## config.mk

```make
export PLATFORM = sky130hd
export DESIGN_NAME = bfd_queue
export DESIGN_NICKNAME = d
export VERILOG_FILES = /design/src/hw/rtl/box_filter_image_downscale_macros.svh /design/src/hw/rtl/bfd_pkg.sv /design/src/hw/rtl/bfd_queue.sv
export SDC_FILE = /design/constraint.sdc
export NUM_CORES = 1
export LEC_CHECK = 0
export ABC_AREA = 0
export BUFFER_PORTS_ARGS = -buffer_cell sky130_fd_sc_hd__buf_4
export CAP_MARGIN = 0
export CORE_MARGIN = 3
export CORE_UTILIZATION = 56
export CTS_CLUSTER_SIZE = 30
export DETAILED_ROUTE_END_ITERATION = 10
export GPL_ROUTABILITY_DRIVEN = 1
export PLACE_DENSITY = 0.84
export SLEW_MARGIN = 40
export SYNTH_ARGS = -nofsm -noshare
export SYNTH_HDL_FRONTEND = slang
export SYNTH_SLANG_ARGS = --single-unit
```

## constraint.sdc

```tcl
create_clock -name clk -period 7.9 [get_ports clk]
set_clock_uncertainty 0.15 [all_clocks]
set_input_delay 0.79 -clock clk [delete_from_list [all_inputs] [get_ports clk]]
set_output_delay 0.79 -clock clk [all_outputs]
set_load 0.02 [all_outputs]
```

## src/hw/rtl/box_filter_image_downscale_macros.svh

```systemverilog
// Assertion macros used by the box filter downscaler back end.
// Users must have clk and rst_n in scope.
`ifndef BOX_FILTER_IMAGE_DOWNSCALE_MACROS_SVH
`define BOX_FILTER_IMAGE_DOWNSCALE_MACROS_SVH

// same-cycle implication
`define BFD_ASSERT_IMP(lbl, ante, cons, msg) \
    lbl: assert property (@(posedge clk) disable iff (!rst_n) (ante) |-> (cons)) \
        else $error(msg);

// next-cycle implication
`define BFD_ASSERT_NXT(lbl, ante, cons, msg) \
    lbl: assert property (@(posedge clk) disable iff (!rst_n) (ante) |=> (cons)) \
        else $error(msg);

`endif

```

## src/hw/rtl/bfd_pkg.sv

```systemverilog
// Package for the box filter downscaler: widths, codes, queue item type.
// No dependencies.
`timescale 1ns / 1ps
package bfd_pkg;
    localparam int CFG_W     = 13;
    localparam int CH_W      = 8;
    localparam int NUM_CH    = 4;
    localparam int SUM_W     = 32;
    localparam int ACC_W     = 2 * CFG_W + 1;
    localparam int CNT_W     = 2 * (CFG_W + 1);
    localparam int DIV_W     = CNT_W + CH_W;
    localparam int IDX_CFG_W = 8;
    localparam int Q_DEPTH   = 2;
    localparam int Q_PTR_W   = 1;
    localparam int Q_CNT_W   = 2;
    localparam int DEF_MAX_WIDTH  = 4096;
    localparam int DEF_MAX_HEIGHT = 4096;
    localparam int DEF_CHANNELS   = 4;

    localparam logic [IDX_CFG_W-1:0] REG_SRC_W = 8'd0;
    localparam logic [IDX_CFG_W-1:0] REG_SRC_H = 8'd1;
    localparam logic [IDX_CFG_W-1:0] REG_DST_W = 8'd2;
    localparam logic [IDX_CFG_W-1:0] REG_DST_H = 8'd3;

    typedef enum logic [1:0] {
        BK_IDLE,
        BK_ACC,
        BK_DIV,
        BK_DONE
    } bk_state_t;

    typedef struct packed {
        logic [CFG_W-1:0]             slot;
        logic                         first;
        logic                         emit;
        logic                         frame_done;
        logic [CNT_W-1:0]             count;
        logic [NUM_CH-1:0][CH_W-1:0]  pix;
    } item_t;

    function automatic logic [CFG_W-1:0] clamp_size(input logic [CFG_W-1:0] v,
                                                    input logic [CFG_W-1:0] hi);
        logic [CFG_W-1:0] r;
        if (v == '0)
            r = CFG_W'(1);
        else if (v > hi)
            r = hi;
        else
            r = v;
        return r;
    endfunction
endpackage

```

## src/hw/rtl/bfd_queue.sv

```systemverilog
// Two-entry queue between front and back ends.
// Depends on bfd_pkg.
`timescale 1ns / 1ps
module bfd_queue import bfd_pkg::*; (
    input  logic  clk,
    input  logic  rst_n,
    input  logic  push,
    input  item_t push_item,
    output logic  full,
    input  logic  pop,
    output item_t head,
    output logic  empty
);
    item_t              mem_reg [Q_DEPTH];
    logic [Q_PTR_W-1:0] wr_reg, rd_reg;
    logic [Q_CNT_W-1:0] cnt_reg;

    assign full  = cnt_reg == Q_CNT_W'(Q_DEPTH);
    assign empty = cnt_reg == '0;
    assign head  = mem_reg[rd_reg];

    always_ff @(posedge clk or negedge rst_n)
    begin
        if (!rst_n)
        begin
            wr_reg  <= '0;
            rd_reg  <= '0;
            cnt_reg <= '0;
        end
        else
        begin
            if (push)
                wr_reg <= wr_reg + 1'b1;
            if (pop)
                rd_reg <= rd_reg + 1'b1;
            if (push && !pop)
                cnt_reg <= cnt_reg + 1'b1;
            else if (pop && !push)
                cnt_reg <= cnt_reg - 1'b1;
        end
    end

    always_ff @(posedge clk)
    begin
        if (push)
            mem_reg[wr_reg] <= push_item;
    end
endmodule

```

==> results.json, run 1 <==
{
  "syn_nets": 334,
  "grt_pass1_vias": 3131,
  "cts_made_buffers": 17,
  "root_buffer": "clkbuf_8",
  "syn_area_sq_um": 5810,
  "finalHoldWorstSlack_ns": 0.309,
  "syn_to_final_growth_pct": 33.0,
  "relSlewSlack_pct": 49.6,
  "dr_total_vias": 2902,
  "finalCritPeriodShare_pct": 36.5,
  "die_h_um": 108,
  "dr.pass1.iters": 4,
  "grt-ovfl-total": 0,
  "p_seq_share_pct": 40.0,
  "power_frac_comb_pct": 34.5,
  "postCtsSetupBuffers": 0,
  "setup_viol": 0,
  "placed_area_sq_um": 7170,
  "startpoint_type": "flop",
  "wl_per_cell_um": 18.1,
  "cts_tree": "built",
  "status": "finished clean",
  "cp.required_ns": 6.96,
  "port_buffers": 157,
  "critical_path.max_stage_delay_ns": 0.60,
  "peakVddDrop_uv": 263,
  "netlist-cell-type-count": 14,
  "fill_cells": 575,
  "fp-row-count": 36,
  "rsz0062_at_grt": "no",
  "worstSetupPathType": "flop to output port",
  "cts_resized": 0,
  "tightest_slew_ns": 0.757,
  "seq_area_frac_synth_pct": 80.3,
  "worst_setup_path_end_kind": "output port",
  "drc": 0,
  "cp_max_fo": 36,
  "cap_violations": 0,
  "finalCriticalPeriod_ns": 2.88,
  "switching_share_pct": 30.1,
  "powerDensity_nw_per_um2": 376,
  "core_area_sq_um": 9910,
  "worstPathCellList": "buf_12, mux2_2, buf_4",
  "cts.clk_slew.worst_paths_ns": 0.06,
  "p_clk_share_pct": 25.5,
  "design_area_sq_um": 7720,
  "largest_reg_flops": 152,
  "fp.dieW_um": 108,
  "track_usage_pct": 18.6,
  "start_util_pct": 58.6,
  "ant_nets": 0,
  "place_hpwl_um": 6690,
  "postRouteWirelength_um": 10400,
  "grt_pass1_wl_um": 15900,
  "antenna_found_initial": 0,
  "clockBufferDepth": 2,
  "first_iter_violations": 128,
  "cts_sinks": 156,
  "leakage_nw": 3.00,
  "hold_violations": 0,
  "diodes": 0,
  "drive_gt1_share_pct": 60.8,
  "synth-seq-cells": 156,
  "hold_path.class": "input port to flop",
  "tns_ns": 0,
  "drt-vias-per-instance": 5.07,
  "cp.arrival_ns": 1.94,
  "globalplace.congestion": 0.726,
  "nets": 507,
  "clock_latency_ns": 0.50,
  "synth.avg_cell_area_sq_um": 23.0,
  "fmax_mhz": 347,
  "io_pins": 158,
  "cpMaxStageDelayCell": "dfrtp_4",
  "p_int_mw": 2.03,
  "p_switching_mw": 0.873,
  "fp.dieArea_sq_um": 11600,
  "grt_max_degree": 57,
  "htree_levels": 4,
  "slew_violations": 0,
  "yosysWarnings": 0,
  "syn_inst": 253
}
[metal layers]
| layer | global-route usage [%] | up-vias | wire, um |
|---|---|---|---|
| li1 | - | 1342 | - |
| met1 | 22.1 | 1423 | 4050 |
| met2 | 30.4 | 117 | 5350 |
| met3 | 7.56 | 20 | 758 |
| met4 | 7.30 | 0 | 201 |
| met5 | 0 | - | 0 |
[area by class of cell]
| class | count | area, sq um | share of cell area (%) |
|---|---|---|---|
| sequential | 156 | 4670 | 60.4 |
| timing repair buffer | 163 | 1280 | 16.5 |
| multi-input combinational | 87 | 1060 | 13.7 |
| clock buffer | 19 | 422 | 5.46 |
| tap | 133 | 166 | 2.15 |
| clock inverter | 13 | 126 | 1.64 |
| inverter | 1 | 3.75 | 0.0486 |
[worst max-delay path, delay by kind of cell, from the launching register on]
family	cells	cell delay, ns
muxes	1	0.38
DFF	1	0.60
buffers and inverters	2	0.43
[metrics by stage]
stage	total power [mW]	setup slack, ns	cells	util [%]
floorplan	1.83	3.11	253	-
global placement	2.14	5.11	535	71.5
detailed placement	2.19	5.12	539	72.3
CTS	2.94	4.99	572	77.9
global route	3.03	4.93	572	77.9
finish	2.90	5.02	572	77.9
[kinds of logic after synthesis]
kind of cell,after synthesis,synth area share [%]
flip-flops,156,80.3
adder cells (fa/ha/maj),1,0.215
XOR/XNOR,5,0.754
multiplexers,76,16.7
buffers and inverters,10,1.57
AND/OR/NAND/NOR,5,0.453
[power by group through the flow]
stage	registers, mW	logic [mW]	clock network (mW)
floorplan	1.16	0.666	0
global placement	1.24	0.903	0
detailed placement	1.18	1.01	0
CTS	1.17	1.02	0.756
global route	1.18	1.06	0.790
finish	1.16	1.00	0.740
[cell usage after synthesis, drive strengths merged]
library cell	count	area, sq um
and2	1	6.26
nor2b	2	12.5
nor2	2	7.51
edfxtp	152	4560
buf	9	87.6
xor2	4	35.0
xnor2	1	8.76
inv	1	3.75
ha	1	12.5
mux2	76	968
dfrtp	4	100
[final timing paths]
check,from,slack (ns),cells after the start,to
hold / removal,pop,0.31,2,rd_reg$_DFFE_PN0P_
setup / recovery,rd_reg$_DFFE_PN0P_,5.02,3,head[61]
setup reg to reg,wr_reg$_DFFE_PN0P_,5.67,2,mem_reg[0][27]$_DFFE_PP_
max in group asynchronous,rst_n,7.01,2,rd_reg$_DFFE_PN0P_
hold reg to reg,cnt_reg[1]$_DFFE_PN0P_,0.37,1,cnt_reg[1]$_DFFE_PN0P_
min in group asynchronous,rst_n,0.48,2,rd_reg$_DFFE_PN0P_
[timing repair]
action / in CTS / in global routing
endpoints found under the setup margin: 0 / 0
hold buffers: 1 / 0
endpoints found under the hold margin: 4 / 0
[placed cells by master, fill, tap and decap left out, types with 2 or more instances in the layout]
master        n
buf_4       158
edfxtp_1    152
mux2_2       46
mux2_4       30
clkbuf_16    16
clkinvlp_4    5
xor2_1        4
clkinv_1      4
buf_12        4
dfrtp_1       3
nor2_1        2
bufinv_16     2
clkbuf_1      2
(Power assumes the default switching activity.)
==> inputs of run 2 (changes only) <==
Settings changed: CORE_UTILIZATION 56 to 52, PLACE_DENSITY 0.84 to 0.79.
Clock period 7.9 ns to 2.7 ns, I/O delays scaled along.
==> run 2 against run 1 <==
  * Flip-flop and latch count unchanged
  * Cell count increased by 15%
  * First-iteration DRC count down 4.7%
  * Critical endpoint is now head[17]
  * Sequential power increased to 3.0 times the previous value
  * Count of clock-buffer cells in the layout up 1
  * Design area increased by 9.7%
  * Non-clock buffer count rose by 81
  * Power grew to 2.9 times the previous value
  * Wire length grew 20%
  * Core utilization up 2.0 points
  * Die area grew 7.3%
  * Worst hold slack improved by 0.021 ns
  * Largest power group unchanged
==> results.json, run 2 (synthesis results as in run 1) <==
{
  "whs_path_depth": 2,
  "die_h_um": 112,
  "drc": 0,
  "relSlewSlack_pct": 59.0,
  "cp.arrival_ns": 2.14,
  "finalCritPeriodShare_pct": 94.8,
  "hold_path.startpoint": "push_item[47]",
  "cts.clk_slew.worst_paths_ns": 0.07,
  "cp_max_fo": 36,
  "r2r_cells": 2,
  "slew_violations": 0,
  "clock_latency_ns": 0.51,
  "grt_pass1_vias": 3673,
  "place_hpwl_um": 7060,
  "wl_per_cell_um": 19.0,
  "diodes": 0,
  "hold_path.class": "input port to flop",
  "setup_viol": 0,
  "nets": 588,
  "io_pins": 158,
  "dr_total_vias": 3281,
  "register_area_sq_um": 4670,
  "port_buffers": 157,
  "r2r-start": "wr_reg$_DFFE_PN0P_",
  "grt_pass1_wl_um": 19500,
  "cts_tree": "built",
  "grt-ovfl-total": 0,
  "finalHoldWorstSlack_ns": 0.330,
  "tightest_slew_ns": 0.615,
  "cp.required_ns": 2.28,
  "root_buffer": "clkbuf_8",
  "first_iter_violations": 122,
  "drt-vias-per-instance": 5.01,
  "cts-hold-fix-buffers": 80,
  "tns_ns": 0,
  "worstSetupPathType": "flop to output port",
  "cap_violations": 0,
  "layout_common_cells": "161 x buf_4, 152 x edfxtp_1, 80 x dlygate4sd3_1",
  "globalplace.congestion": 0.723,
  "leakage_nw": 3.33,
  "startpoint_type": "flop",
  "core_area_sq_um": 10600,
  "r2r-end": "mem_reg[1][42]$_DFFE_PP_",
  "largest_reg_flops": 152,
  "status": "finished clean",
  "syn_to_final_growth_pct": 45.9,
  "track_usage_pct": 20.6,
  "drive_gt1_share_pct": 52.2,
  "r2r_slack_ns": 1.03,
  "hold_violations": 0,
  "cts_made_buffers": 17,
  "postCtsSetupBuffers": 0,
  "worst_setup_path_end_kind": "output port",
  "powerDensity_nw_per_um2": 1000,
  "cts_sinks": 156,
  "fp-row-count": 37,
  "antenna_found_initial": 0,
  "fill_cells": 525,
  "finalCriticalPeriod_ns": 2.56,
  "ant_nets": 0,
  "start_util_pct": 54.8,
  "layout_commonest_cell": "buf_4",
  "multi_input_area_sq_um": 1060,
  "htree_levels": 4,
  "rsz0062_at_grt": "no",
  "dr.pass1.iters": 4,
  "peakVddDrop_uv": 651,
  "cts_resized": 0,
  "postRouteWirelength_um": 12400,
  "holdPathEnd": "mem_reg[0][47]$_DFFE_PP_",
  "fmax_mhz": 391,
  "clockBufferDepth": 2,
  "fp.dieArea_sq_um": 12500,
  "grt_max_degree": 46,
  "fp.dieW_um": 112
}
-- run 2: area by class of cell --
| class | count | area share, % |
|---|---|---|
| inverter | 1 | 0.0443 |
| tap | 136 | 2.01 |
| timing repair buffer | 244 | 24.4 |
| clock buffer | 20 | 5.02 |
| sequential | 156 | 55.1 |
| multi-input combinational | 87 | 12.5 |
| clock inverter | 11 | 0.886 |
-- run 2: how the worst max path moves through the flow --
| stage | start | endpoint | slack (ns) | cells past startpoint |
|---|---|---|---|---|
| finish | rd_reg$_DFFE_PN0P_ | head[17] | 0.14 | 3 |
| global placement | rd_reg$_DFFE_PN0P_ | head[62] | 0.70 | 3 |
| floorplan | wr_reg$_DFFE_PN0P_ | mem_reg[0][0]$_DFFE_PP_ | 0.58 | 1 |
| detailed placement | rd_reg$_DFFE_PN0P_ | head[17] | 0.66 | 3 |
| CTS | rd_reg$_DFFE_PN0P_ | head[17] | 0.12 | 3 |
| global route | rd_reg$_DFFE_PN0P_ | head[17] | 0.06 | 3 |
-- run 2: power breakdown --
part	total [mW]	internal [mW]	switching (mW)	leakage [nW]
combinational	3.03	1.51	1.52	1.62
sequential	3.49	3.22	0.271	1.47
clock	2.00	1.12	0.878	0.244
-- run 2: per-stage QoR --
| stage | total power, mW | worst slack, ns | utilization [%] | instances | area [sq um] |
|---|---|---|---|---|---|
| 2_1_floorplan | 5.31 | 0.575 | - | 253 | 5820 |
| 3_3_place_gp | 6.37 | 0.695 | 67.7 | 544 | 7170 |
| 3_5_place_dp | 6.43 | 0.661 | 67.7 | 544 | 7170 |
| 4_1_cts | 8.51 | 0.117 | 79.9 | 655 | 8470 |
| 5_1_grt | 8.86 | 0.0612 | 79.9 | 655 | 8470 |
| 6_report | 8.51 | 0.140 | 79.9 | 655 | 8470 |
-- run 2: worst max-delay path: stages, from the launching register on --
cell and delay [ns]:
dfrtp_4 0.83, buf_4 0.32, mux2_4 0.32, buf_4 0.16
-- run 2: per-layer routing --
layer,part of all wire (%),global-route usage (%),up-vias
met1,39,24.7,1613
met3,6.6,6.09,17
met2,53,35.7,146
li1,-,-,1505
met5,0,0,-
met4,1.7,6.97,0
==> inputs of run 3 (changes only) <==
Settings changed: ABC_AREA 0 to 1.
==> run 3 against run 2 <==
  * Critical path depth did not move
  * Global-route usage decreased by 0.53 points
  * Wire length decreased by 2.2%
  * Register-to-register slack better by 0.03 ns
  * Setup slack gained 0.17 ns
  * Flip-flop and latch count is the same
  * Worst hold slack worse by 0.0085 ns
  * Design area up 1.1%
  * Non-clock buffer count shrank 2
  * Core utilization shrank 1.3 points
  * Synthesized area increased by 0.34%
  * Cell count rose by 2.0%
  * Critical path type unchanged
==> results.json, run 3 <==
{
  "synth-edff-count": 152,
  "hold_violations": 0,
  "clockBufferDepth": 2,
  "port_buffers": 157,
  "postLayoutCoreUtil_pct": 78.7,
  "relSlewSlack_pct": 65.0,
  "synth_compound_area_share_pct": 0,
  "drt-vias-per-instance": 4.93,
  "synthXorXnorAreaFrac_pct": 0.451,
  "drc": 0,
  "cap_violations": 0,
  "syn_nets": 343,
  "syn_to_final_growth_pct": 47.0,
  "root_buffer": "clkbuf_8",
  "grt-ovfl-total": 0,
  "synthMuxAreaShare_pct": 16.6,
  "grt_pass1_wl_um": 19000,
  "fp.dieArea_sq_um": 12500,
  "synth_area_leaders": "edfxtp_1 78%, mux2_2 8.9%, mux2_4 7.7%",
  "first_iter_violations": 180,
  "drive_gt1_share_pct": 50.9,
  "tns_ns": 0,
  "fill_cells": 534,
  "status": "finished clean",
  "htree_levels": 4,
  "slew_violations": 0,
  "post-place-ws_ns": 0.874,
  "grt_max_degree": 78,
  "place_hpwl_um": 6960,
  "cp_max_fo": 77,
  "netlist-cell-type-count": 15,
  "synth_top_family_by_area": "multiplexers",
  "leakage_nw": 3.38,
  "finalCritPeriodShare_pct": 88.5,
  "largest_reg_flops": 152,
  "power_mw": 8.82,
  "seq_area_frac_synth_pct": 80.1,
  "fmax_mhz": 418,
  "yosys.area_share.simple_pct": 0.709,
  "yosysWarnings": 0,
  "cts_resized": 0,
  "io_pins": 158,
  "powerDensity_nw_per_um2": 1030,
  "wl_per_cell_um": 18.2,
  "setup_slack_ns": 0.310,
  "critical_path.max_stage_delay_ns": 0.42,
  "start_util_pct": 53.5,
  "postCtsSetupBuffers": 0,
  "synth_common_cells": "152 x edfxtp_1, 46 x mux2_2, 30 x mux2_4",
  "clock_latency_ns": 0.51,
  "cpMaxStageDelayCell": "dfrtp_4",
  "core_area_sq_um": 10900,
  "fp.dieW_um": 112,
  "async_flop_share_pct": 2.56,
  "worst_setup_path_end_kind": "output port",
  "rsz0062_at_grt": "no",
  "cts_sinks": 156,
  "synth_flop_cell": "edfxtp_1",
  "dr_total_vias": 3296,
  "synth_top_area_share_pct": 78.3,
  "cts.clk_slew.worst_paths_ns": 0.07,
  "synth-adder-area-share_pct": 0.215,
  "finalCriticalPeriod_ns": 2.39,
  "die_h_um": 112,
  "hold_path.class": "input port to flop",
  "syn_inst": 262,
  "worstPathCellList": "buf_12, mux2_2, buf_4",
  "cp.arrival_ns": 1.97,
  "worstSetupPathType": "flop to output port",
  "postRouteWirelength_um": 12100,
  "track_usage_pct": 20.1,
  "nets": 595,
  "synth-seq-cells": 156,
  "layout_common_cells": "160 x buf_4, 152 x edfxtp_1, 80 x dlygate4sd3_1",
  "cts_tree": "built",
  "grt_pass1_vias": 3703,
  "startpoint_type": "flop",
  "antenna_found_initial": 1,
  "cp.required_ns": 2.28,
  "globalplace.congestion": 0.706,
  "cts_made_buffers": 17,
  "dr.pass1.iters": 6,
  "syn_area_sq_um": 5830,
  "setup_viol": 0,
  "tightest_slew_ns": 0.526,
  "peakVddDrop_uv": 718,
  "cts-hold-fix-buffers": 80,
  "synth_most_common_cell": "edfxtp_1",
  "synth.avg_cell_area_sq_um": 22.2,
  "layout_commonest_cell": "buf_4",
  "fp-row-count": 38,
  "yosys.area.top_type": "edfxtp_1",
  "ant_nets": 0
}
==> run 3: logic make-up (layout without fill, tap and decap cells) <==
| logic type | after synthesis | in the layout |
|---|---|---|
| simple gates | 10 | 10 |
| flops | 156 | 156 |
| fa+ha+maj | 1 | 1 |
| mux | 76 | 76 |
| buf+inv | 16 | 281 |
| xor+xnor | 3 | 3 |
| other cells | 0 | 1 |
==> run 3: worst paths after layout <==
path | cells after the start | to | start | slack [ns]
max | 3 | head[62] | rd_reg$_DFFE_PN0P_ | 0.31
min | 2 | mem_reg[0][74]$_DFFE_PP_ | push_item[74] | 0.32
max reg2reg | 3 | mem_reg[1][27]$_DFFE_PP_ | wr_reg$_DFFE_PN0P_ | 1.06
min reg2reg | 2 | cnt_reg[1]$_DFFE_PN0P_ | cnt_reg[1]$_DFFE_PN0P_ | 0.39
max in group asynchronous | 3 | rd_reg$_DFFE_PN0P_ | rst_n | 1.69
min in group asynchronous | 3 | cnt_reg[1]$_DFFE_PN0P_ | rst_n | 0.52
==> run 3: worst max-delay path: cells and delay by family, from the launching register on <==
| kind | cells | cell delay (ns) |
|---|---|---|
| buf+inv | 2 | 0.53 |
| flops | 1 | 0.42 |
| mux | 1 | 0.41 |
==> run 3: layout make-up <==
type                            instances  area, sq um  area share (%)
Clock inverter                         14          176            2.06
Inverter                                7         27.5           0.321
Clock buffer                           18          418            4.88
Antenna cell                            1         2.50          0.0292
Sequential cell                       156         4670            54.5
Tap cell                              140          175            2.04
Timing Repair Buffer                  242         2040            23.8
Multi-Input combinational cell         90         1060            12.3
==> run 3: metrics by stage <==
stage | cell area, sq um | std cells | hold slack [ns]
CTS | 8560 | 667 | 0.311
floorplan | 5830 | 262 | -0.176
finish | 8570 | 668 | 0.321
global placement | 7170 | 555 | -0.0832
detailed placement | 7170 | 555 | -0.0805
global route | 8570 | 668 | 0.307
==> run 3: report_power, final <==
group	switching, mW	internal [mW]	total (mW)
combinational	1.62	1.46	3.08
clock	0.896	1.48	2.38
sequential	0.140	3.22	3.36
==> run 3: routing by layer <==
metal,routed length (um),global-route usage (%),vias up
li1,-,-,1529
met2,6340,34.3,144
met3,779,6.25,27
met5,0,0,-
met4,316,8.43,0
met1,4710,23.5,1596
