--- config.mk ---
export PLATFORM = sky130hd
export DESIGN_NAME = bfd_front_flat
export DESIGN_NICKNAME = d
export VERILOG_FILES = /design/src/hw/rtl/box_filter_image_downscale_macros.svh /design/src/hw/rtl/bfd_pkg.sv /design/src/hw/rtl/bfd_if.sv /design/src/hw/rtl/bfd_front.sv /design/src/flat_wrapper.sv
export SDC_FILE = /design/constraint.sdc
export NUM_CORES = 1
export LEC_CHECK = 0
export BUFFER_PORTS_ARGS = -buffer_cell sky130_fd_sc_hd__buf_2
export CELL_PAD_IN_SITES_DETAIL_PLACEMENT = 1
export CELL_PAD_IN_SITES_GLOBAL_PLACEMENT = 1
export CORE_UTILIZATION = 46
export DETAILED_ROUTE_END_ITERATION = 8
export GPL_TIMING_DRIVEN = 0
export PLACE_DENSITY = 0.78
export RECOVER_POWER = 50
export SYNTH_ARGS = -nofsm -noshare
export SYNTH_HDL_FRONTEND = slang
export SYNTH_SLANG_ARGS = --single-unit
--- constraint.sdc ---
create_clock -name clk -period 22.9 [get_ports clk]
set_clock_uncertainty 0.05 [all_clocks]
set_input_delay 5.725 -clock clk [delete_from_list [all_inputs] [get_ports clk]]
set_output_delay 5.725 -clock clk [all_outputs]
set_load 0.005 [all_outputs]
--- src/hw/rtl/box_filter_image_downscale_macros.svh ---
// Assertion macros used by the box filter downscaler back end.
// Users must have clk and rst_n in scope.
`ifndef BOX_FILTER_IMAGE_DOWNSCALE_MACROS_SVH
`define BOX_FILTER_IMAGE_DOWNSCALE_MACROS_SVH

// same-cycle implication
`define BFD_ASSERT_IMP(lbl, ante, cons, msg) \
    lbl: assert property (@(posedge clk) disable iff (!rst_n) (ante) |-> (cons)) \
        else $error(msg);

// next-cycle implication
`define BFD_ASSERT_NXT(lbl, ante, cons, msg) \
    lbl: assert property (@(posedge clk) disable iff (!rst_n) (ante) |=> (cons)) \
        else $error(msg);

`endif

--- src/hw/rtl/bfd_pkg.sv ---
// Package for the box filter downscaler: widths, codes, queue item type.
// No dependencies.
`timescale 1ns / 1ps
package bfd_pkg;
    localparam int CFG_W     = 13;
    localparam int CH_W      = 8;
    localparam int NUM_CH    = 4;
    localparam int SUM_W     = 32;
    localparam int ACC_W     = 2 * CFG_W + 1;
    localparam int CNT_W     = 2 * (CFG_W + 1);
    localparam int DIV_W     = CNT_W + CH_W;
    localparam int IDX_CFG_W = 8;
    localparam int Q_DEPTH   = 2;
    localparam int Q_PTR_W   = 1;
    localparam int Q_CNT_W   = 2;
    localparam int DEF_MAX_WIDTH  = 4096;
    localparam int DEF_MAX_HEIGHT = 4096;
    localparam int DEF_CHANNELS   = 4;

    localparam logic [IDX_CFG_W-1:0] REG_SRC_W = 8'd0;
    localparam logic [IDX_CFG_W-1:0] REG_SRC_H = 8'd1;
    localparam logic [IDX_CFG_W-1:0] REG_DST_W = 8'd2;
    localparam logic [IDX_CFG_W-1:0] REG_DST_H = 8'd3;

    typedef enum logic [1:0] {
        BK_IDLE,
        BK_ACC,
        BK_DIV,
        BK_DONE
    } bk_state_t;

    typedef struct packed {
        logic [CFG_W-1:0]             slot;
        logic                         first;
        logic                         emit;
        logic                         frame_done;
        logic [CNT_W-1:0]             count;
        logic [NUM_CH-1:0][CH_W-1:0]  pix;
    } item_t;

    function automatic logic [CFG_W-1:0] clamp_size(input logic [CFG_W-1:0] v,
                                                    input logic [CFG_W-1:0] hi);
        logic [CFG_W-1:0] r;
        if (v == '0)
            r = CFG_W'(1);
        else if (v > hi)
            r = hi;
        else
            r = v;
        return r;
    endfunction
endpackage

--- src/hw/rtl/bfd_if.sv ---
// Stream and configuration interfaces of the box filter downscaler.
// Depends on bfd_pkg.
`timescale 1ns / 1ps
interface bfd_in_if import bfd_pkg::*; ();
    logic            valid;
    logic            ready;
    logic [CH_W-1:0] in_red;
    logic [CH_W-1:0] in_green;
    logic [CH_W-1:0] in_blue;
    logic [CH_W-1:0] in_alpha;
    logic            start_of_frame;
    modport source (output valid, in_red, in_green, in_blue, in_alpha, start_of_frame,
                    input ready);
    modport sink (input valid, in_red, in_green, in_blue, in_alpha, start_of_frame,
                  output ready);
endinterface


interface bfd_cfg_if import bfd_pkg::*; ();
    logic                 valid;
    logic                 ready;
    logic [IDX_CFG_W-1:0] index;
    logic [CFG_W-1:0]     data;
    modport source (output valid, index, data, input ready);
    modport sink (input valid, index, data, output ready);
endinterface

--- src/hw/rtl/bfd_front.sv ---
// Front end: config registers, position tracking, window classification.
// Depends on bfd_pkg and bfd_if.
`timescale 1ns / 1ps
module bfd_front import bfd_pkg::*; #(
    parameter int MAX_WIDTH  = DEF_MAX_WIDTH,
    parameter int MAX_HEIGHT = DEF_MAX_HEIGHT
) (
    input  logic        clk,
    input  logic        rst_n,
    bfd_in_if.sink      pix_in,
    bfd_cfg_if.sink     cfg,
    output logic        q_push,
    output item_t       q_item,
    input  logic        q_full
);
    localparam int MaxWCfg = (MAX_WIDTH > 8191) ? 8191 : MAX_WIDTH;
    localparam int MaxHCfg = (MAX_HEIGHT > 8191) ? 8191 : MAX_HEIGHT;

    logic [CFG_W-1:0] src_w_reg, src_h_reg, dst_w_reg, dst_h_reg;
    logic             restart_reg;
    logic [CFG_W-1:0] sc_reg, sr_reg, tc_reg, tr_reg, cw_reg, rh_reg;
    logic [ACC_W-1:0] acol_reg, bcol_reg, arow_reg, brow_reg;
    logic             cfirst_reg, rfirst_reg;

    logic [CFG_W-1:0] sc_next, sr_next, tc_next, tr_next, cw_next, rh_next;
    logic [ACC_W-1:0] acol_next, bcol_next, arow_next, brow_next;
    logic             cfirst_next, rfirst_next;

    logic [CFG_W-1:0] ew, eh, etw, eth;
    logic [CFG_W-1:0] sc, sr, tc, tr, cw, rh;
    logic [ACC_W-1:0] acol, bcol, arow, brow;
    logic             cfirst, rfirst, restart, accept, col_last, row_last, row_end, col_end;
    logic [CFG_W:0]   cw1, rh1;

    assign cfg.ready    = 1'b1;
    assign pix_in.ready = !q_full;
    assign accept       = pix_in.valid && !q_full;

    assign ew  = clamp_size(src_w_reg, CFG_W'(MaxWCfg));
    assign eh  = clamp_size(src_h_reg, CFG_W'(MaxHCfg));
    assign etw = clamp_size(dst_w_reg, ew);
    assign eth = clamp_size(dst_h_reg, eh);

    always_comb
    begin
        restart = restart_reg || pix_in.start_of_frame;
        sc     = restart ? '0 : sc_reg;
        sr     = restart ? '0 : sr_reg;
        tc     = restart ? '0 : tc_reg;
        tr     = restart ? '0 : tr_reg;
        cw     = restart ? '0 : cw_reg;
        rh     = restart ? '0 : rh_reg;
        acol   = restart ? ACC_W'(ew)  : acol_reg;
        bcol   = restart ? ACC_W'(etw) : bcol_reg;
        arow   = restart ? ACC_W'(eh)  : arow_reg;
        brow   = restart ? ACC_W'(eth) : brow_reg;
        cfirst = restart ? 1'b1 : cfirst_reg;
        rfirst = restart ? 1'b1 : rfirst_reg;

        col_last = acol < (bcol + ACC_W'(etw));
        row_last = arow < (brow + ACC_W'(eth));
        row_end  = ({1'b0, sc} + 1'b1) >= {1'b0, ew};
        col_end  = ({1'b0, sr} + 1'b1) >= {1'b0, eh};
        cw1      = {1'b0, cw} + 1'b1;
        rh1      = {1'b0, rh} + 1'b1;

        q_push           = accept;
        q_item.slot      = tc;
        q_item.first     = cfirst && rfirst;
        q_item.emit      = col_last && row_last;
        q_item.frame_done = (({1'b0, tc} + 1'b1) == {1'b0, etw})
                         && (({1'b0, tr} + 1'b1) == {1'b0, eth});
        q_item.count     = cw1 * rh1;
        q_item.pix       = {pix_in.in_alpha, pix_in.in_blue, pix_in.in_green, pix_in.in_red};

        sc_next = sc; sr_next = sr; tc_next = tc; tr_next = tr;
        cw_next = cw; rh_next = rh;
        acol_next = acol; bcol_next = bcol; arow_next = arow; brow_next = brow;
        cfirst_next = cfirst; rfirst_next = rfirst;
        if (row_end)
        begin
            sc_next     = '0;
            tc_next     = '0;
            cw_next     = '0;
            cfirst_next = 1'b1;
            acol_next   = ACC_W'(ew);
            bcol_next   = ACC_W'(etw);
            if (col_end)
            begin
                sr_next     = '0;
                tr_next     = '0;
                rh_next     = '0;
                rfirst_next = 1'b1;
                arow_next   = ACC_W'(eh);
                brow_next   = ACC_W'(eth);
            end
            else
            begin
                sr_next   = sr + 1'b1;
                brow_next = brow + ACC_W'(eth);
                if (row_last)
                begin
                    tr_next     = tr + 1'b1;
                    arow_next   = arow + ACC_W'(eh);
                    rh_next     = '0;
                    rfirst_next = 1'b1;
                end
                else
                begin
                    rh_next     = rh + 1'b1;
                    rfirst_next = 1'b0;
                end
            end
        end
        else
        begin
            sc_next   = sc + 1'b1;
            bcol_next = bcol + ACC_W'(etw);
            if (col_last)
            begin
                tc_next     = tc + 1'b1;
                acol_next   = acol + ACC_W'(ew);
                cw_next     = '0;
                cfirst_next = 1'b1;
            end
            else
            begin
                cw_next     = cw + 1'b1;
                cfirst_next = 1'b0;
            end
        end
    end

    always_ff @(posedge clk or negedge rst_n)
    begin
        if (!rst_n)
        begin
            src_w_reg   <= CFG_W'(1);
            src_h_reg   <= CFG_W'(1);
            dst_w_reg   <= CFG_W'(1);
            dst_h_reg   <= CFG_W'(1);
            restart_reg <= 1'b1;
        end
        else if (cfg.valid)
        begin
            case (cfg.index)
                REG_SRC_W: begin src_w_reg <= cfg.data; restart_reg <= 1'b1; end
                REG_SRC_H: begin src_h_reg <= cfg.data; restart_reg <= 1'b1; end
                REG_DST_W: begin dst_w_reg <= cfg.data; restart_reg <= 1'b1; end
                REG_DST_H: begin dst_h_reg <= cfg.data; restart_reg <= 1'b1; end
                default: ;
            endcase
        end
        else if (accept)
        begin
            restart_reg <= 1'b0;
        end
    end

    always_ff @(posedge clk)
    begin
        if (accept)
        begin
            sc_reg <= sc_next; sr_reg <= sr_next; tc_reg <= tc_next; tr_reg <= tr_next;
            cw_reg <= cw_next; rh_reg <= rh_next;
            acol_reg <= acol_next; bcol_reg <= bcol_next;
            arow_reg <= arow_next; brow_reg <= brow_next;
            cfirst_reg <= cfirst_next; rfirst_reg <= rfirst_next;
        end
    end
endmodule

--- src/flat_wrapper.sv ---
// flat-port wrapper written by rule: the top's interface ports become plain ports
module bfd_front_flat import bfd_pkg::*;
#(
    parameter int MAX_WIDTH  = DEF_MAX_WIDTH,
    parameter int MAX_HEIGHT = DEF_MAX_HEIGHT
)
  (clk, rst_n, q_push, q_item, q_full, pix_in_valid, pix_in_in_red, pix_in_in_green, pix_in_in_blue, pix_in_in_alpha, pix_in_start_of_frame, pix_in_ready, cfg_valid, cfg_index, cfg_data, cfg_ready);
  bfd_in_if pix_in_i ();
  bfd_cfg_if cfg_i ();
  input  logic clk;
  input  logic rst_n;
  output logic q_push;
  output item_t q_item;
  input  logic q_full;
  input wire logic [$bits(pix_in_i.valid)-1:0] pix_in_valid;
  input wire logic [$bits(pix_in_i.in_red)-1:0] pix_in_in_red;
  input wire logic [$bits(pix_in_i.in_green)-1:0] pix_in_in_green;
  input wire logic [$bits(pix_in_i.in_blue)-1:0] pix_in_in_blue;
  input wire logic [$bits(pix_in_i.in_alpha)-1:0] pix_in_in_alpha;
  input wire logic [$bits(pix_in_i.start_of_frame)-1:0] pix_in_start_of_frame;
  output wire logic [$bits(pix_in_i.ready)-1:0] pix_in_ready;
  input wire logic [$bits(cfg_i.valid)-1:0] cfg_valid;
  input wire logic [$bits(cfg_i.index)-1:0] cfg_index;
  input wire logic [$bits(cfg_i.data)-1:0] cfg_data;
  output wire logic [$bits(cfg_i.ready)-1:0] cfg_ready;
  assign pix_in_i.valid = pix_in_valid;
  assign pix_in_i.in_red = pix_in_in_red;
  assign pix_in_i.in_green = pix_in_in_green;
  assign pix_in_i.in_blue = pix_in_in_blue;
  assign pix_in_i.in_alpha = pix_in_in_alpha;
  assign pix_in_i.start_of_frame = pix_in_start_of_frame;
  assign pix_in_ready = pix_in_i.ready;
  assign cfg_i.valid = cfg_valid;
  assign cfg_i.index = cfg_index;
  assign cfg_i.data = cfg_data;
  assign cfg_ready = cfg_i.ready;
  bfd_front #(.MAX_WIDTH(MAX_WIDTH), .MAX_HEIGHT(MAX_HEIGHT)) u_core (.clk(clk), .rst_n(rst_n), .pix_in(pix_in_i), .cfg(cfg_i), .q_push(q_push), .q_item(q_item), .q_full(q_full));
endmodule
==> results of run 1 <==
==> worst max-delay path: cells and delay by family <==
family	cells	cell delay [ns]
AND/OR/NAND/NOR	9	2.27
buffers and inverters	9	3.04
adder cells (fa/ha/maj)	8	3.42
XOR/XNOR	1	0.19
AO/OA/AOI/OAI	7	2.04
==> worst max-delay path by stage <==
stage,from,to,slack (ns)
finish,pix_in_start_of_frame,q_item[59],0.38
global route,pix_in_start_of_frame,q_item[59],0.02
CTS,pix_in_start_of_frame,q_item[59],0.11
detailed placement,pix_in_start_of_frame,q_item[59],-3.47
global placement,pix_in_start_of_frame,q_item[59],-3.42
floorplan,pix_in_start_of_frame,q_item[59],2.16
==> synthesized netlist by cell type (all sizes together), types with 7 or more instances <==
library cell | number | area, sq um
a211o | 7 | 61.3
a211oi | 18 | 135
a21o | 50 | 375
a21oi | 120 | 601
a22o | 15 | 131
a31oi | 16 | 100
and2 | 78 | 488
and3 | 26 | 163
and4 | 19 | 166
buf | 53 | 335
clkbuf | 95 | 357
dfrtp | 48 | 1200
edfxtp | 188 | 5650
fa | 145 | 2900
ha | 254 | 3180
inv | 255 | 957
mux2 | 59 | 664
mux2i | 22 | 220
nand2 | 396 | 1490
nand2b | 22 | 138
nand3 | 72 | 360
nand4 | 39 | 250
nor2 | 332 | 1250
nor2b | 17 | 106
nor3 | 79 | 400
nor4 | 29 | 188
o211ai | 14 | 105
o21a | 21 | 158
o21ai | 139 | 699
o21bai | 9 | 67.6
o22ai | 11 | 68.8
o31ai | 11 | 82.6
or2 | 12 | 75.1
or3 | 22 | 139
or4 | 11 | 82.6
xnor2 | 130 | 1150
xor2 | 94 | 823
==> through the flow <==
| step | setup slack (ns) | hold slack, ns |
|---|---|---|
| finish | 0.382 | 0.490 |
| detailed placement | -3.47 | 0.478 |
| CTS | 0.114 | 0.494 |
| global route | 0.0188 | 0.511 |
| floorplan | 2.16 | 0.453 |
| global placement | -3.42 | 0.472 |
==> logic make-up (layout without fill, tap and decap cells) <==
| kind of cell | Yosys count | in the layout | synth area share, % |
|---|---|---|---|
| flops | 241 | 241 | 26.8 |
| fa+ha+maj | 399 | 399 | 23.3 |
| buf+inv | 403 | 565 | 6.32 |
| other cells | 1 | 2 | 0.0144 |
| simple gates | 1172 | 1172 | 20.9 |
| xor+xnor | 224 | 224 | 7.55 |
| compound gates | 485 | 485 | 11.8 |
| mux | 81 | 81 | 3.39 |
==> where the power goes <==
| group | switching [W] | internal, W | leakage, nW |
|---|---|---|---|
| clock network | 0.000212 | 0.000270 | 0.461 |
| registers | 0.0000196 | 0.000507 | 2.52 |
| logic | 0.000389 | 0.000215 | 10.1 |
| total | 0.000621 | 0.000993 | 13.1 |
==> cells in the final DEF (no fill, tap or decap), types with 77 or more instances in the layout <==
cell and instances:
nand2_1 395, xor2_1 94, clkbuf_1 94, buf_2 108, nor2_1 329, a21oi_1 120, nor3_1 77, ha_1 254
edfxtp_1 188, fa_1 145, inv_1 254, o21ai_0 137, xnor2_1 128
==> cell type report <==
type / instances / share of cell area, %
diodes: 1 / 0.00875
flip-flops and latches: 241 / 24.4
plain buffers: 146 / 2.46
repair buffers: 112 / 1.94
well taps: 748 / 3.27
inverters: 255 / 3.36
clock inverters: 22 / 0.792
multi-input cells: 2362 / 61.2
clock buffers: 30 / 2.59
==> routing by layer <==
layer | vias up | track usage [%] | wire, um
met5 | - | 0 | 0
met4 | 0 | 15.4 | 4510
met3 | 224 | 2.92 | 4640
met2 | 735 | 56.2 | 45200
met1 | 11600 | 39.1 | 37000
li1 | 10700 | - | -
==> what timing repair did <==
item,CTS,global route
endpoints found under the hold margin,0,0
endpoints found under the setup margin,23,4
gates resized for setup,21,5
==> summary.txt, run 1 <==
Hold path
  – Min-delay src: u_core.src_h_reg[7]$_DFFE_PN0P_
  – Cell depth of the worst min-delay path: 1
  – Hold EP: u_core.src_h_reg[7]$_DFFE_PN0P_
  – Hold Crit Class: flip-flop to flip-flop

Timing
  – Fin. Hold Viols: 0
  – Post-layout minimum cycle time: ~23 ns
  – Max-slew violation count: 257
  – Setup TNS: 0 ns
  – Slew @ Worst Pin: 2.77 ns
  – F_max: 0.0444 GHz
  – Final period util: between 90% and 100%
  – Max-slew headroom: -84.6%
  – Final setup fails: 0
  – RSZ-0062 raised after global routing: false

Worst setup path
  – Crit Path Category: input port to output pin
  – Largest fanout on the critical path: 19
  – R2R Path End: u_core.tc_reg[2]$_SDFFCE_PN0P_
  – Reg-to-Reg Start: u_core.src_w_reg[12]$_DFFE_PN0P_
  – R2r worst-path depth: 35
  – CP Launch Type: input port
  – WP data arrival: between 15 and 20 ns
  – CP dominant cell by count: fa_1
  – CP max stage cell: clkbuf_1
  – Slowest stage delay, CP: approximately 0.54 ns
  – Critical Path End Type: output pin
  – R2r setup slk: between 10 and 15 ns
  – WP data required: 17.12 ns

Cells and area
  – Area of the multi-input gates: 17500 sq um
  – Post-layout util: 51.5%
  – # fillers: 6685
  – Syn-to-layout area delta: 9.63%
  – Layout cells sized above 1: 9.28%
  – Sequential cell area: around 7000 sq um
  – Net count, final: 3604
  – Non-filler instance count after layout: 3917
  – Cell area after layout: around 29000 sq um

Clock network
  – Clock sink total: 241
  – Max Buffers Root-to-Sink: 3
  – Root Driver: clkbuf_16
  – CTS tree: yes
  – CTS Buf Count: 28
  – Postcts setup bufs: 0
  – H-tree Lvls: 1
  – Hold_buf cts: 0
  – Clk_lat worst skew: 0.60 ns
  – Clock transition at path regs: 0.06 ns

Route
  – Antenna viol nets, final: 0
  – Post-Route WL: 91.3 mm
  – DRC Markers: 0
  – Via count: 23300
  – Drt pass-1 iters: 7
  – DR vias/cell: 5.94
  – WL/cell: 23.3 um
  – Iter 0 DRT Violations: 1593

Place
  – Cell Count Post-Placement: 3865
  – Port bufs: 104
  – GPL Wtd Cong: 0.934
  – DP Area: 27700 sq um
  – Post-DP HPWL: roughly 72 mm

Global routing
  – Aggregate global routing overflow: 0
  – Largest net degree at the start of global routing: 54
  – Global-route wire length before repair: 142 mm
  – Total GRT Usage: 31.9%
  – Initial antenna violation count: 0
  – Number of global-route vias before repair: 25000

Pwr
  – LEAKAGE: 13.1 nW
  – Power density cells: 56.4 nW/um^2
  – Max IR drop VDD: 0.0551 mV
  – Power Total: 0.00161 W

Floorplanning
  – Row cnt: 86
  – Die height: 240 um
  – Starting density of the core: approximately 47%
  – Top Ports: 138
  – Chip width: 240 um
  – CORE AREA: 55500 sq um
  – Die ar.: 57600 sq um

Yosys
  – Sequential area share after synthesis: 26.8%
  – Post-synth top flop: edfxtp_1
  – Post-Syn Nets: 3464
  – FF+latch count, synth: about 240
  – Syn Area/Cell: 8.67 sq um
  – EDFF count, synth: 188
  – Async S/R FF share, synth: 22.0%
  – Post-synthesis cell count: approximately 3000
  – Post-synth cell types: 80
  – Mapped cell area: 26100 sq um
  – Yosys warning count: 0

Outcome
  – Status: finished, violations left
  – Violated checks: max-capacitance violations, max-slew violations

Flow run
  – Total of max-cap violations: 8
Note: power is estimated with default switching activity, not from simulation.
==> run 2, diff against run 1 <==
Settings changed: CORE_ASPECT_RATIO set to 0.8, REMOVE_ABC_BUFFERS set to 1.
==> summary.txt, run 2 (synthesis results as in run 1) <==
Outcome
  – Status: finished, violations left
  – Violated checks: max-capacitance violations, max-slew violations

Cells and area
  – Syn-to-layout area delta: 7.58%
  – Diode count: 0
  – Layout cells sized above 1: ~7.5%
  – Commonest non-fill, non-tap cells in the layout: 395 x nand2_1, 328 x nor2_1, 255 x inv_1
  – Cell area after layout: between 20000 and 30000 sq um
  – Post-layout util: 50.5%
  – Most common cell after layout, fill and taps aside: nand2_1
  – Net count, final: 3441

Route
  – Via count: 22400
  – DRC Markers: 0
  – WL/cell: 21.9 um
  – Post-Route WL: roughly 82 mm
  – Drt pass-1 iters: 5
  – Antenna viol nets, final: 0
  – DR vias/cell: 5.97
  – Iter 0 DRT Violations: 1834

Pwr
  – Total internal power: 0.000988 W
  – Power density cells: 56.0 nW/um^2
  – LEAKAGE: 12.7 nW
  – Flop pwr share: 33.6%
  – Switching share of power: 37.1%
  – Switching power: 0.000584 W
  – Max IR drop VDD: 0.0600 mV
  – Clock share of power: 29.8%
  – Logic pwr share: 36.7%

Timing
  – RSZ-0062 raised after global routing: false
  – Max-slew violation count: 253
  – Final period util: 96.5%
  – Setup WS post-layout: 0.809 ns
  – F_max: 0.0453 GHz
  – Max-slew headroom: -88.2%
  – Slew @ Worst Pin: 2.82 ns
  – Post-layout minimum cycle time: 22.09 ns
  – Final setup fails: 0
  – Fin. Hold Viols: 0

Floorplanning
  – Top Ports: 138
  – Row cnt: 77
  – CORE AREA: 55600 sq um
  – Die height: ~210 um
  – Starting density of the core: 46.9%
  – Die ar.: about 58000 sq um
  – Chip width: 268 um

Clock network
  – CTS Buf Count: 28
  – H-tree Lvls: 1
  – Root Driver: clkbuf_16
  – Clk_lat worst skew: 0.59 ns
  – Postcts setup bufs: 0
  – Max Buffers Root-to-Sink: 3
  – CTS tree: yes
  – Clock sink total: between 200 and 250
  – Gates resized, CTS repair: 0
  – Clock transition at path regs: 0.06 ns
  – Hold_buf cts: 0

Global routing
  – Initial antenna violation count: 1
  – Largest net degree at the start of global routing: between 60 and 70
  – Aggregate global routing overflow: 0
  – Global-route wire length before repair: 131 mm
  – Total GRT Usage: 28.5%
  – Number of global-route vias before repair: 23500

Place
  – DP Area: 27200 sq um
  – GPL Wtd Cong: 0.896
  – Port bufs: 72
  – Post-DP HPWL: 63.1 mm
  – Post-place setup slack: 0.548 ns

Worst setup path
  – R2r worst-path depth: 32
  – CP max stage cell: a2111oi_0
  – WP data arrival: 16.32 ns
  – Slowest stage delay, CP: 0.85 ns
  – CP top delay family: adder cells
  – Largest fanout on the critical path: 41
  – Crit Path Category: input port to output pin
  – CP dominant cell by count: fa_1
  – Worst path depth: 32
  – CP Launch Type: input port
  – WP data required: around 17 ns
  – Critical Path End Type: output pin
  – WP buf/inv: 8

Hold path
  – Cell depth of the worst min-delay path: 1
  – Hold Crit Class: flip-flop to flip-flop

Flow run
  – Total of max-cap violations: 8
run 2: worst paths after layout:
check                      slack [ns]                        startpoint                                end
max                              0.81             pix_in_start_of_frame                         q_item[59]
min                              0.49   u_core.src_h_reg[1]$_DFFE_PN0P_    u_core.src_h_reg[1]$_DFFE_PN0P_
max reg2reg                     11.53  u_core.src_w_reg[12]$_DFFE_PN0P_  u_core.acol_reg[25]$_SDFFCE_PN0P_
min reg2reg                      0.49   u_core.src_h_reg[1]$_DFFE_PN0P_    u_core.src_h_reg[1]$_DFFE_PN0P_
max in group asynchronous       15.20                             rst_n    u_core.src_h_reg[5]$_DFFE_PN0P_
min in group asynchronous        5.99                             rst_n    u_core.src_w_reg[3]$_DFFE_PN0P_
run 2: power by group through the flow:
stage	clock, W	combinational [W]	sequential (W)
2_1_floorplan	0	0.000381	0.000533
3_3_place_gp	0	0.000530	0.000541
3_5_place_dp	0	0.000570	0.000535
4_1_cts	0.000474	0.000576	0.000526
5_1_grt	0.000488	0.000637	0.000530
6_report	0.000468	0.000576	0.000528
run 2: metal layers:
metal	global-route usage (%)	part of all wire, %
met5	0.760	0.052
met4	5.22	1.6
met3	4.01	5.9
met2	45.8	46
met1	40.8	46
run 2: cell type report:
| cell class | count | area [sq um] |
|---|---|---|
| Tap cell | 750 | 938 |
| Inverter | 255 | 957 |
| Fill cell | 6563 | 27500 |
| Clock inverter | 11 | 95.1 |
| Clock buffer | 41 | 842 |
| Multi-Input combinational cell | 2362 | 17500 |
| Timing Repair Buffer | 95 | 717 |
| Sequential cell | 241 | 6980 |
run 2: per-stage QoR:
step	std cells	power, W	hold slack [ns]	setup TNS [ns]
5_1_grt	3755	0.00165	0.517	0
3_3_place_gp	3680	0.00107	0.463	-1326.24
2_1_floorplan	2858	0.000914	0.453	-18.44
3_5_place_dp	3703	0.00110	0.475	0
4_1_cts	3755	0.00158	0.492	0
6_report	3755	0.00157	0.493	0
